<file path="config.mk">
export PLATFORM = sky130hd
export DESIGN_NAME = length_prefixed_code_decoder
export DESIGN_NICKNAME = d
export VERILOG_FILES = /design/src/hdl/lpcd_pkg.sv /design/src/hdl/lpcd_ram.sv /design/src/hdl/lpcd_fifo.sv /design/src/hdl/lpcd_front.sv /design/src/hdl/lpcd_back.sv /design/src/hdl/length_prefixed_code_decoder.sv
export SDC_FILE = /design/constraint.sdc
export NUM_CORES = 2
export LEC_CHECK = 0
export ABC_AREA = 1
export BUFFER_PORTS_ARGS = -buffer_cell sky130_fd_sc_hd__buf_2
export CAP_MARGIN = 40
export CORE_MARGIN = 5
export CORE_UTILIZATION = 50
export CTS_BUF_LIST = sky130_fd_sc_hd__clkbuf_16
export DETAILED_ROUTE_END_ITERATION = 8
export PLACE_DENSITY = 0.76
export SYNTH_ARGS = -nofsm -noshare
export SYNTH_HDL_FRONTEND = slang
export SYNTH_SLANG_ARGS = --single-unit
</file>
<file path="constraint.sdc">
create_clock -name clk -period 21.6 [get_ports clk]
set_clock_uncertainty 0.15 [all_clocks]
set_input_delay 1.08 -clock clk [delete_from_list [all_inputs] [get_ports clk]]
set_output_delay 1.08 -clock clk [all_outputs]
set_load 0.02 [all_outputs]
</file>
<file path="src/hdl/lpcd_pkg.sv">
// shared types, codes and table index helpers for the code decoder
// no dependencies
`timescale 1ns / 1ps

package lpcd_pkg;

	localparam int HEADER_BITS = 3;
	localparam int IDX_W       = 8;
	localparam int CMD_DEPTH   = 4;
	localparam int OUT_DEPTH   = 4;

	localparam logic [1:0] KIND_LOAD  = 2'd0;
	localparam logic [1:0] KIND_DATA  = 2'd1;
	localparam logic [1:0] KIND_CLEAR = 2'd2;

	typedef struct packed {
		logic [1:0] kind;
		logic [2:0] entry_len;
		logic [6:0] entry_code;
		logic [7:0] entry_char;
		logic       data_bit;
	} item_t;

	typedef struct packed {
		logic [7:0] symbol;
		logic       message_end;
	} result_t;

	typedef enum logic [2:0] {
		OP_LOAD,
		OP_CLEAR,
		OP_LOOKUP,
		OP_NULL_SYM,
		OP_END
	} op_t;

	typedef struct packed {
		op_t              op;
		logic [IDX_W-1:0] idx;
		logic [7:0]       chr;
	} cmd_t;

	// all-ones code of a given length
	function automatic logic [6:0] code_mask(input logic [2:0] len);
		logic [7:0] m;
		m = (8'd1 << len) - 8'd1;
		return m[6:0];
	endfunction

	// lengths packed back to back: base of length l is 2^l - l - 1
	function automatic logic [IDX_W-1:0] table_index(input logic [2:0] len,
		input logic [6:0] code);
		logic [7:0] base;
		base = (8'd1 << len) - 8'(len) - 8'd1;
		return base + 8'(code);
	endfunction

endpackage

</file>
<file path="src/hdl/lpcd_ram.sv">
// generic single port ram with registered read
// no dependencies
`timescale 1ns / 1ps

module lpcd_ram #(
	parameter int WIDTH = 8,
	parameter int DEPTH = 256
) (
	input  logic                     clk,
	input  logic                     en,
	input  logic                     we,
	input  logic [$clog2(DEPTH)-1:0] addr,
	input  logic [WIDTH-1:0]         wdata,
	output logic [WIDTH-1:0]         rdata
);

	logic [WIDTH-1:0] mem_q [DEPTH];

	always_ff @(posedge clk) begin
		if (en) begin
			if (we) begin
				mem_q[addr] <= wdata;
			end else begin
				rdata <= mem_q[addr];
			end
		end
	end

endmodule

</file>
<file path="src/hdl/lpcd_fifo.sv">
// small register fifo with occupancy count
// no dependencies
`timescale 1ns / 1ps

module lpcd_fifo #(
	parameter int WIDTH = 8,
	parameter int DEPTH = 4
) (
	input  logic                       clk,
	input  logic                       arst_n,
	input  logic                       wr_en,
	input  logic [WIDTH-1:0]           wr_data,
	input  logic                       rd_en,
	output logic [WIDTH-1:0]           rd_data,
	output logic [$clog2(DEPTH+1)-1:0] count,
	output logic                       empty,
	output logic                       full
);

	localparam int PW = (DEPTH > 1) ? $clog2(DEPTH) : 1;
	localparam int CW = $clog2(DEPTH + 1);

	logic [WIDTH-1:0] mem_q [DEPTH];
	logic [PW-1:0]    wr_ptr_q;
	logic [PW-1:0]    rd_ptr_q;
	logic [CW-1:0]    count_q;
	logic             do_wr;
	logic             do_rd;

	assign empty   = (count_q == '0);
	assign full    = (count_q == CW'(DEPTH));
	assign count   = count_q;
	assign rd_data = mem_q[rd_ptr_q];
	assign do_wr   = wr_en && !full;
	assign do_rd   = rd_en && !empty;

	always_ff @(posedge clk) begin
		if (do_wr) begin
			mem_q[wr_ptr_q] <= wr_data;
		end
	end

	always_ff @(posedge clk or negedge arst_n) begin
		if (!arst_n) begin
			wr_ptr_q <= '0;
			rd_ptr_q <= '0;
			count_q  <= '0;
		end else begin
			if (do_wr) begin
				wr_ptr_q <= (wr_ptr_q == PW'(DEPTH - 1)) ? '0 : wr_ptr_q + PW'(1);
			end
			if (do_rd) begin
				rd_ptr_q <= (rd_ptr_q == PW'(DEPTH - 1)) ? '0 : rd_ptr_q + PW'(1);
			end
			case ({do_wr, do_rd})
				2'b10: count_q <= count_q + CW'(1);
				2'b01: count_q <= count_q - CW'(1);
				default: count_q <= count_q;
			endcase
		end
	end

endmodule

</file>
<file path="src/hdl/lpcd_front.sv">
// front end: takes input beats, tracks header and code bits, emits table commands
// depends on lpcd_pkg
`timescale 1ns / 1ps

module lpcd_front #(
	parameter int MAX_CODE_LEN = 7
) (
	input  logic           clk,
	input  logic           arst_n,
	input  logic           accept,
	input  lpcd_pkg::item_t item,
	output logic           cmd_push,
	output lpcd_pkg::cmd_t cmd
);

	localparam logic [2:0] MAX_LEN = 3'(MAX_CODE_LEN);

	logic       in_seg_q,    in_seg_d;
	logic [2:0] bits_left_q, bits_left_d;
	logic [6:0] acc_q,       acc_d;
	logic [2:0] seg_len_q,   seg_len_d;
	logic [6:0] acc_n;
	logic [2:0] bl_dec;

	always_comb begin
		in_seg_d    = in_seg_q;
		bits_left_d = bits_left_q;
		acc_d       = acc_q;
		seg_len_d   = seg_len_q;
		cmd_push    = 1'b0;
		cmd.op      = lpcd_pkg::OP_LOAD;
		cmd.idx     = lpcd_pkg::table_index(item.entry_len, item.entry_code);
		cmd.chr     = item.entry_char;
		acc_n       = {acc_q[5:0], item.data_bit};
		bl_dec      = (bits_left_q != 3'd0) ? bits_left_q - 3'd1 : 3'd0;
		if (accept) begin
			case (item.kind)
				lpcd_pkg::KIND_LOAD: begin
					if (item.entry_len != 3'd0 && item.entry_len <= MAX_LEN &&
						item.entry_code < lpcd_pkg::code_mask(item.entry_len)) begin
						cmd_push = 1'b1;
					end
				end
				lpcd_pkg::KIND_CLEAR: begin
					in_seg_d    = 1'b0;
					bits_left_d = 3'(lpcd_pkg::HEADER_BITS);
					acc_d       = '0;
					seg_len_d   = '0;
					cmd_push    = 1'b1;
					cmd.op      = lpcd_pkg::OP_CLEAR;
				end
				lpcd_pkg::KIND_DATA: begin
					acc_d       = acc_n;
					bits_left_d = bl_dec;
					if (bl_dec == 3'd0) begin
						if (!in_seg_q) begin
							if (acc_n[2:0] == 3'd0) begin
								// zero header: message end
								bits_left_d = 3'(lpcd_pkg::HEADER_BITS);
								acc_d       = '0;
								seg_len_d   = '0;
								cmd_push    = 1'b1;
								cmd.op      = lpcd_pkg::OP_END;
							end else begin
								in_seg_d    = 1'b1;
								seg_len_d   = acc_n[2:0];
								bits_left_d = acc_n[2:0];
								acc_d       = '0;
							end
						end else if (seg_len_q == 3'd0 ||
							acc_n == lpcd_pkg::code_mask(seg_len_q)) begin
							// all-ones code closes the segment
							in_seg_d    = 1'b0;
							bits_left_d = 3'(lpcd_pkg::HEADER_BITS);
							acc_d       = '0;
							seg_len_d   = '0;
						end else begin
							bits_left_d = seg_len_q;
							acc_d       = '0;
							cmd_push    = 1'b1;
							cmd.idx     = lpcd_pkg::table_index(seg_len_q, acc_n);
							cmd.op      = (seg_len_q > MAX_LEN) ? lpcd_pkg::OP_NULL_SYM
								: lpcd_pkg::OP_LOOKUP;
						end
					end
				end
				default: begin
				end
			endcase
		end
	end

	always_ff @(posedge clk or negedge arst_n) begin
		if (!arst_n) begin
			in_seg_q    <= 1'b0;
			bits_left_q <= 3'(lpcd_pkg::HEADER_BITS);
			acc_q       <= '0;
			seg_len_q   <= '0;
		end else begin
			in_seg_q    <= in_seg_d;
			bits_left_q <= bits_left_d;
			acc_q       <= acc_d;
			seg_len_q   <= seg_len_d;
		end
	end

endmodule

</file>
<file path="src/hdl/lpcd_back.sv">
// back end: runs table commands against the character ram and queues results
// depends on lpcd_pkg, lpcd_ram, lpcd_fifo
`timescale 1ns / 1ps

module lpcd_back #(
	parameter int MAX_CODE_LEN = 7
) (
	input  logic             clk,
	input  logic             arst_n,
	input  logic             cmd_empty,
	input  lpcd_pkg::cmd_t   cmd,
	output logic             cmd_pop,
	input  logic             pop,
	output logic             empty,
	output lpcd_pkg::result_t result
);

	localparam int AW    = MAX_CODE_LEN + 1;
	localparam int DEPTH = 2 ** AW;
	localparam int CW    = $clog2(lpcd_pkg::OUT_DEPTH + 1);

	logic [DEPTH-1:0]  valid_q;
	logic [AW-1:0]     addr;
	logic [7:0]        rdata;
	logic              produces;
	logic              room;
	logic              issue;
	logic              ram_en;
	logic              res_s1;
	logic              lookup_s1;
	logic              hit_s1;
	logic              end_s1;
	logic [CW-1:0]     out_count;
	logic              out_full;
	lpcd_pkg::result_t res_d;
	logic [$bits(lpcd_pkg::result_t)-1:0] out_data;

	assign addr     = cmd.idx[AW-1:0];
	assign produces = (cmd.op == lpcd_pkg::OP_LOOKUP) || (cmd.op == lpcd_pkg::OP_NULL_SYM) ||
		(cmd.op == lpcd_pkg::OP_END);
	assign room     = (out_count + CW'(res_s1)) < CW'(lpcd_pkg::OUT_DEPTH);
	assign issue    = !cmd_empty && (!produces || room);
	assign cmd_pop  = issue;
	assign ram_en   = issue && ((cmd.op == lpcd_pkg::OP_LOAD) ||
		(cmd.op == lpcd_pkg::OP_LOOKUP));

	lpcd_ram #(
		.WIDTH(8),
		.DEPTH(DEPTH)
	) u_ram (
		.clk  (clk),
		.en   (ram_en),
		.we   (cmd.op == lpcd_pkg::OP_LOAD),
		.addr (addr),
		.wdata(cmd.chr),
		.rdata(rdata)
	);

	always_ff @(posedge clk or negedge arst_n) begin
		if (!arst_n) begin
			valid_q <= '0;
			res_s1  <= 1'b0;
		end else begin
			res_s1 <= issue && produces;
			if (issue && cmd.op == lpcd_pkg::OP_CLEAR) begin
				valid_q <= '0;
			end else if (issue && cmd.op == lpcd_pkg::OP_LOAD) begin
				valid_q[addr] <= 1'b1;
			end
		end
	end

	always_ff @(posedge clk) begin
		if (issue) begin
			lookup_s1 <= (cmd.op == lpcd_pkg::OP_LOOKUP);
			end_s1    <= (cmd.op == lpcd_pkg::OP_END);
			hit_s1    <= valid_q[addr];
		end
	end

	always_comb begin
		res_d.symbol      = (lookup_s1 && hit_s1) ? rdata : 8'd0;
		res_d.message_end = end_s1;
	end

	lpcd_fifo #(
		.WIDTH($bits(lpcd_pkg::result_t)),
		.DEPTH(lpcd_pkg::OUT_DEPTH)
	) u_out_fifo (
		.clk    (clk),
		.arst_n (arst_n),
		.wr_en  (res_s1),
		.wr_data(res_d),
		.rd_en  (pop),
		.rd_data(out_data),
		.count  (out_count),
		.empty  (empty),
		.full   (out_full)
	);

	assign result = lpcd_pkg::result_t'(out_data);

	// room check keeps the output fifo from overflowing
	logic unused_full;
	assign unused_full = out_full;

endmodule

</file>
<file path="src/hdl/length_prefixed_code_decoder.sv">
// top level of the length prefixed code decoder
// depends on lpcd_pkg, lpcd_front, lpcd_fifo, lpcd_back
`timescale 1ns / 1ps

// Decodes a one-bit-per-beat message against a character table of codes of length
// 1 to MAX_CODE_LEN. Input beats load table entries, clear the table, or carry one
// message bit. A 3-bit header opens a segment of fixed-length codes, each giving one
// symbol; an all-ones code closes the segment and a zero header gives a message end
// result. One input beat is taken every cycle unless the command queue is full. A
// front end tracks the bit position and turns beats into table commands, a 4-entry
// command queue decouples it from the back end, which does one command a cycle
// unless a result-giving one waits for output queue room, on a single-port
// character ram with a registered read; results then pass a 4-entry output queue.
// No clearing pass after reset: per-entry valid bits mark loaded codes.

module length_prefixed_code_decoder #(
	parameter int MAX_CODE_LEN = 7
) (
	input  logic              clk,
	input  logic              arst_n,
	input  logic              push,
	output logic              full,
	input  lpcd_pkg::item_t   item,
	output logic              empty,
	input  logic              pop,
	output lpcd_pkg::result_t result
);

	localparam int CMD_W  = $bits(lpcd_pkg::cmd_t);
	localparam int CMD_CW = $clog2(lpcd_pkg::CMD_DEPTH + 1);

	logic              accept;
	logic              cmd_push;
	lpcd_pkg::cmd_t    cmd_in;
	logic [CMD_W-1:0]  cmd_out;
	logic              cmd_empty;
	logic              cmd_pop;
	logic [CMD_CW-1:0] cmd_count;

	assign accept = push && !full;

	lpcd_front #(
		.MAX_CODE_LEN(MAX_CODE_LEN)
	) u_front (
		.clk     (clk),
		.arst_n  (arst_n),
		.accept  (accept),
		.item    (item),
		.cmd_push(cmd_push),
		.cmd     (cmd_in)
	);

	lpcd_fifo #(
		.WIDTH(CMD_W),
		.DEPTH(lpcd_pkg::CMD_DEPTH)
	) u_cmd_fifo (
		.clk    (clk),
		.arst_n (arst_n),
		.wr_en  (cmd_push),
		.wr_data(cmd_in),
		.rd_en  (cmd_pop),
		.rd_data(cmd_out),
		.count  (cmd_count),
		.empty  (cmd_empty),
		.full   (full)
	);

	lpcd_back #(
		.MAX_CODE_LEN(MAX_CODE_LEN)
	) u_back (
		.clk      (clk),
		.arst_n   (arst_n),
		.cmd_empty(cmd_empty),
		.cmd      (lpcd_pkg::cmd_t'(cmd_out)),
		.cmd_pop  (cmd_pop),
		.pop      (pop),
		.empty    (empty),
		.result   (result)
	);

	logic unused_count;
	assign unused_count = ^cmd_count;

endmodule

</file>
# Yosys cells after proc, flatten, opt, wreduce, memory -nomap -nowiden
# Memory sizes are Yosys's and may differ from the RTL's. A register that Yosys moved wholly into a read port is not among the register bits.
# Index checks and enable logic that the tools add are counted.
# op_classes
order_cmp,6
addsub,18
shifts,2
mux,53
n_eq_ne,19
bitwise_logic,2
n_reduce_logical,41
# ops
cell,n
$mux W256,2
$or A256 B256 Y256,1
$mux W11,3
$mux W3,11
$pmux W3 S2,5
$mux W8,3
$mux W1,19
$logic_not A3 Y1,6
$add A8 B7 Y8,2
$shl A1 B3 Y8 const A,2
$sub A8 B1 Y8 const B,2
$sub A8 B3 Y8,2
$eq A2 B2 Y1 const B,7
$logic_and A1 B1 Y1,14
$sub A7 B1 Y7 const B,2
$pmux W6 S2,1
$eq A3 B3 Y1 const B,3
$lt A8 B9 Y1 const B,1
$sub A3 B1 Y3 const B,3
$add A2 B1 Y2 const B,4
$bmux W1 S8,1
$demux W1 S8,1
$ge A8 B1 Y1 const B,1
$mux W2,4
24 further kinds,41
# word_totals
word_cells,159
register_bits,287
n_memories,3
ramBits,2160
out_inout_bits,11
# mem_list
memory,words,width,rd,rd_clocked_by_memory_dff,write_ports,line_no,text
u_back.u_ram.mem_q,256,8,1,1,1,lpcd_ram.sv:17,logic [WIDTH-1:0] mem_q [DEPTH];
u_cmd_fifo.mem_q,4,19,1,0,1,lpcd_fifo.sv:23,logic [WIDTH-1:0] mem_q [DEPTH];
u_back.u_out_fifo.mem_q,4,9,1,0,1,lpcd_fifo.sv:23,

# Longest topological paths before layout
# logic_depth
depth_word,12
ltp_mapped,19
ltp_nobuf,18

# Modules after synthesis
# Synthesis repeated with hierarchy kept, for this count alone.
# hier_totals
hier_cells,10496
hier_area_um2,105622.6
# modules_own_cells
module,seq_area_each_um2,n_inst,area_per_inst_um2,cells_per_inst
lpcd_ram,61739.2,1,84835.1,7960
lpcd_back,6521.3,1,13005.0,1764
lpcd_fifo (u_cmd_fifo),2457.4,1,3588.4,282
lpcd_front,327.8,1,2198.4,323
lpcd_fifo (u_back.u_out_fifo),1256.2,1,1985.7,165
length_prefixed_code_decoder,0.0,1,10.0,2

# Least setup slack after synthesis
# No wires, ideal clock.
# synth_timing
path_type,flip-flop to flip-flop
start,register u_cmd_fifo.rd_ptr_q[0]
end,"memory u_back.u_ram.mem_q[0][3], data pin"
arrival_ns,8.122
setup_slack_ns,11.741
required_time_ns,19.864
path_stages_with_launch,6
setup_time_ns,1.586
path_buffers,2
cell_sequence,dfrtp_1 -> inv_2 -> clkbuf_1 -> clkbuf_1 -> o21ai_0 -> o22ai_1
# synth_via
elab_chain_cells,1
# synth_rtl
item,line_no,text
from (decl),lpcd_fifo.sv:25,logic [PW-1:0] rd_ptr_q;
from (signal assigned),lpcd_fifo.sv:53,rd_ptr_q <= (rd_ptr_q == PW'(DEPTH - 1)) ? '0 : rd_ptr_q + PW'(1);
$mem_v2 Z4 W19,--,
via cmd_out[3],length_prefixed_code_decoder.sv:35,logic [CMD_W-1:0] cmd_out;
to (decl),lpcd_ram.sv:17,
# The timed path passes the listed nets, and every way through them passes these cells.

# Worst setup path after layout
# layout_timing
start,register u_cmd_fifo.rd_ptr_q[1]
end,"register u_back.u_ram.rdata[2] (read register of u_back.u_ram.mem_q), data pin"
# layout_via
elab_chain_cells,9
word_cells_on_any_way,14
# layout_rtl
item,line_no,text
$mem_v2 Z4 W19 (*),--,
$eq A3 B2 Y1 (on tied branches),"lpcd_back.sv:39, lpcd_back.sv:45",
$logic_or A1 B1 Y1 (2 in series),lpcd_back.sv:39,assign produces = (cmd.op == lpcd_pkg::OP_LOOKUP) || (cmd.op == lpcd_pkg::OP_NULL_SYM) ||
$logic_not A1 Y1,lpcd_back.sv:42,assign issue = !cmd_empty && (!produces || room);
$logic_or A1 B1 Y1,lpcd_back.sv:42,
$logic_and A1 B1 Y1,lpcd_back.sv:42,
$logic_and A1 B1 Y1,lpcd_back.sv:44,assign ram_en = issue && ((cmd.op == lpcd_pkg::OP_LOAD) ||
$reduce_and A2 Y1 (no source line),--,
to (decl),lpcd_ram.sv:14,output logic [WIDTH-1:0] rdata
# Mark *: on every way between the ends. The rest lies on a longest branch, timed or not.
# A chain may end at the register's enable or synchronous reset.

==> metrics.yaml <==
synth_edf_count: 2171
fmax_ghz: 0.149
p_per_area_nw_per_um2: 155
crit_path_start_kind: "register"
async_flop_share: 0.116
relSlewSlack: 0.208
pin_count: 36
cp-end-kind: "register"
synthTopCellsByArea: "edfxtp_1, nand2_1, dfrtp_1"
finalInstanceArea_sq_um: 118000
nFillCells: 17700
yosysWarnings: 0
top_usage_layer: "met2"
finalMaxSlewViolations: 0
cts_root_buf: "clkbuf_16"
fin_tns_setup_ps: 0
antenna_left: 0
ys_seq_elements: 2455
tritoncts: "built"
post-synth-top-area-cell: "edfxtp_1"
grt_pass1_wl_mm: 457
cts_hold_buf: 0
drt_iter0_markers: 10800
initial_core_util: 0.502
grtUsageMet2: 0.411
layout-drive-gt1-share: 0.0684
r2r-end: "u_back.u_ram.rdata[2]$_DFFE_PP_"
overflow: 0
wl_per_cell_microns: 22.6
reg2reg_depth: 18
gr-usage-met3: 0.0582
p_leak_nw: 48.3
crit_start: "u_cmd_fifo.rd_ptr_q[1]$_DFFE_PN0P_"
worst-r2r-setup-slack_ps: 14890
synth_cells: 10500
period_needed_ps: 6710
crit_type: "register to register"
holdWs_ps: 77.6
ys_seq_area_frac: 0.672
drt-total-wl_mm: 301
via_per_inst: 5.83
cts_made_buffers: 236
outcome: "finished clean"
synthesis.area_sq_um: 108000
total_power_mw: 18.2
port_buffers: 35
clock_latency_ps: 880
dpl_cell_area_sq_um: 110000
vias: 77800
multiInputGateArea_sq_um: 31800
cp.required_ps: 22200
gr-usage-all-layers: 0.264
cts_max_level: 4
clock-sinks: 2455
synthToLayoutAreaGrowth_pct: 9.14
die_w_microns: 474
route.detailed.drc: 0
ctsResizeCount: 0
seq_area_sq_um: 72300
hold_viol: 0
endpoint: "u_back.u_ram.rdata[2]$_DFFE_PP_"
synth_commonest_cells: "nand2_1, edfxtp_1, nand3_1, buf_2, nor2_1"
r2r_start: "u_cmd_fifo.rd_ptr_q[1]$_DFFE_PN0P_"
finalNetCount: 10400
grt_use_met1: 0.357
postCtsSetupBuffers: 0
synth_most_common_cell: "nand2_1"
grt_pass1_vias: 74800
min_period_over_period: 0.311
max_cap_viol_count: 0
antenna_found_initial: 7
die-area_sq_um: 225000
dp_hpwl_mm: 171
postSynthAreaPerCell_sq_um: 10.2
clk_pin_slew_ps: 60
num_rows: 170
gp_congestion: 0.903
grt_max_degree: 209
synth_flop_cell: "edfxtp_1"
rsz0062_at_grt: "false"
finalSetupViolations: 0
worstPathMaxFanout: 118
dr.pass1.iters: 7
core_area_sq_um: 214000
synth_cell_types: 48
fp.dieH_microns: 474
syn_nets: 10600
clockBufferDepth: 3
ir_drop_mv: 0.174
hp-class: "input pin to asynchronous set/reset pin"
worst_pin_slew_ps: 1190
synth_top_area_share: 0.606
cp.arrival_ps: 7310
logic make-up after synthesis:
group | count (synthesis) | synth area share
fa+ha+maj | 53 | 0.00672
simple gates | 6749 | 0.257
compound gates | 450 | 0.0280
flops | 2455 | 0.672
xor+xnor | 21 | 0.00171
buf+inv | 799 | 0.0349
registers in the layout, indices dropped and copies added (netlist names), 3 cells and up:
| register | cells |
|---|---|
| u_back.u_out_fifo.count | 3 |
| u_cmd_fifo.count | 3 |
| u_back.u_out_fifo.mem_q | 36 |
| u_back.u_ram.mem_q | 2048 |
| u_cmd_fifo.mem_q | 76 |
| u_front.seg_len_q | 3 |
| u_front.acc_q | 6 |
| u_front.bits_left_q | 3 |
| u_back.valid_q | 256 |
| u_back.u_ram.rdata | 8 |
routing by layer:
| layer | up-vias | wire, microns | share of wire |
|---|---|---|---|
| li1 | 34800 | - | - |
| met1 | 37400 | 114000 | 0.38 |
| met2 | 4762 | 138000 | 0.46 |
| met3 | 796 | 34100 | 0.11 |
| met4 | 8 | 15700 | 0.052 |
| met5 | - | 46 | 0.00015 |
cell usage in the layout (no fill, tap or decap), drive strengths merged, types with 2 or more instances in the layout:
cell,instances
nand2,5015
edfxtp,2171
nand3,1196
nor2,437
dfrtp,282
o21a,257
clkbuf,238
inv,194
buf,188
o21ai,131
clkinv,121
nand4,94
ha,45
a21oi,27
bufinv,19
o22ai,17
xor2,16
fa,8
xnor2,5
nor3,4
o211ai,4
clkinvlp,4
a32oi,4
a211oi,3
nand3b,2
a21o,2
dfstp,2
worst max-delay path, stage by stage, from the launching register on:
cell and delay, ps:
dfrtp_1 810, inv_2 380, nand3_4 710, buf_4 710
buf_12 480, buf_4 780, buf_4 620, nand3_1 170
nand2_1 120, nand2_1 60, nand2_1 100, nand2_1 50
nand4_1 200, nand2_1 80, nand2_1 150, nor2_1 110
nor2_1 420, nor2_1 100, nand2_1 70
cell type report:
class	instances	share of cell area
flip-flops and latches	2455	0.615
multi-input cells	7273	0.271
clock buffers	238	0.0507
well taps	2838	0.0302
repair buffers	188	0.0162
clock inverters	212	0.0129
inverters	126	0.00415
diodes	1	0.0000213
stage by stage:
stage	setup WS, ps	instances	utilization
floorplan	11740	10500	-
global placement	15260	12800	0.510
detailed placement	15140	12900	0.513
CTS	15130	13300	0.548
global route	14550	13300	0.548
finish	14890	13300	0.548
worst min path at each step:
stage | startpoint | to | slack, ps | cells past startpoint
finish | arst_n | u_cmd_fifo.wr_ptr_q[0]$_DFFE_PN0P_ | 80 | 1
global route | arst_n | u_cmd_fifo.wr_ptr_q[1]$_DFFE_PN0P_ | 110 | 1
CTS | arst_n | u_cmd_fifo.wr_ptr_q[1]$_DFFE_PN0P_ | 60 | 1
detailed placement | u_back.valid_q[50]$_DFFE_PN0P_ | u_back.valid_q[50]$_DFFE_PN0P_ | 330 | 1
global placement | u_back.valid_q[58]$_DFFE_PN0P_ | u_back.valid_q[58]$_DFFE_PN0P_ | 320 | 1
floorplan | u_back.end_s1$_DFFE_PP_ | u_back.u_out_fifo.mem_q[0][0]$_DFFE_PP_ | 310 | 0
report_power, final:
group | internal [mW] | switching (mW) | leakage (nW) | total (mW)
Clock | 2.22 | 1.80 | 3.89 | 4.02
Combinational | 1.70 | 6.25 | 20.9 | 7.96
Sequential | 6.14 | 0.0620 | 23.5 | 6.20
Total | 10.1 | 8.11 | 48.3 | 18.2
(Power assumes the default switching activity.)
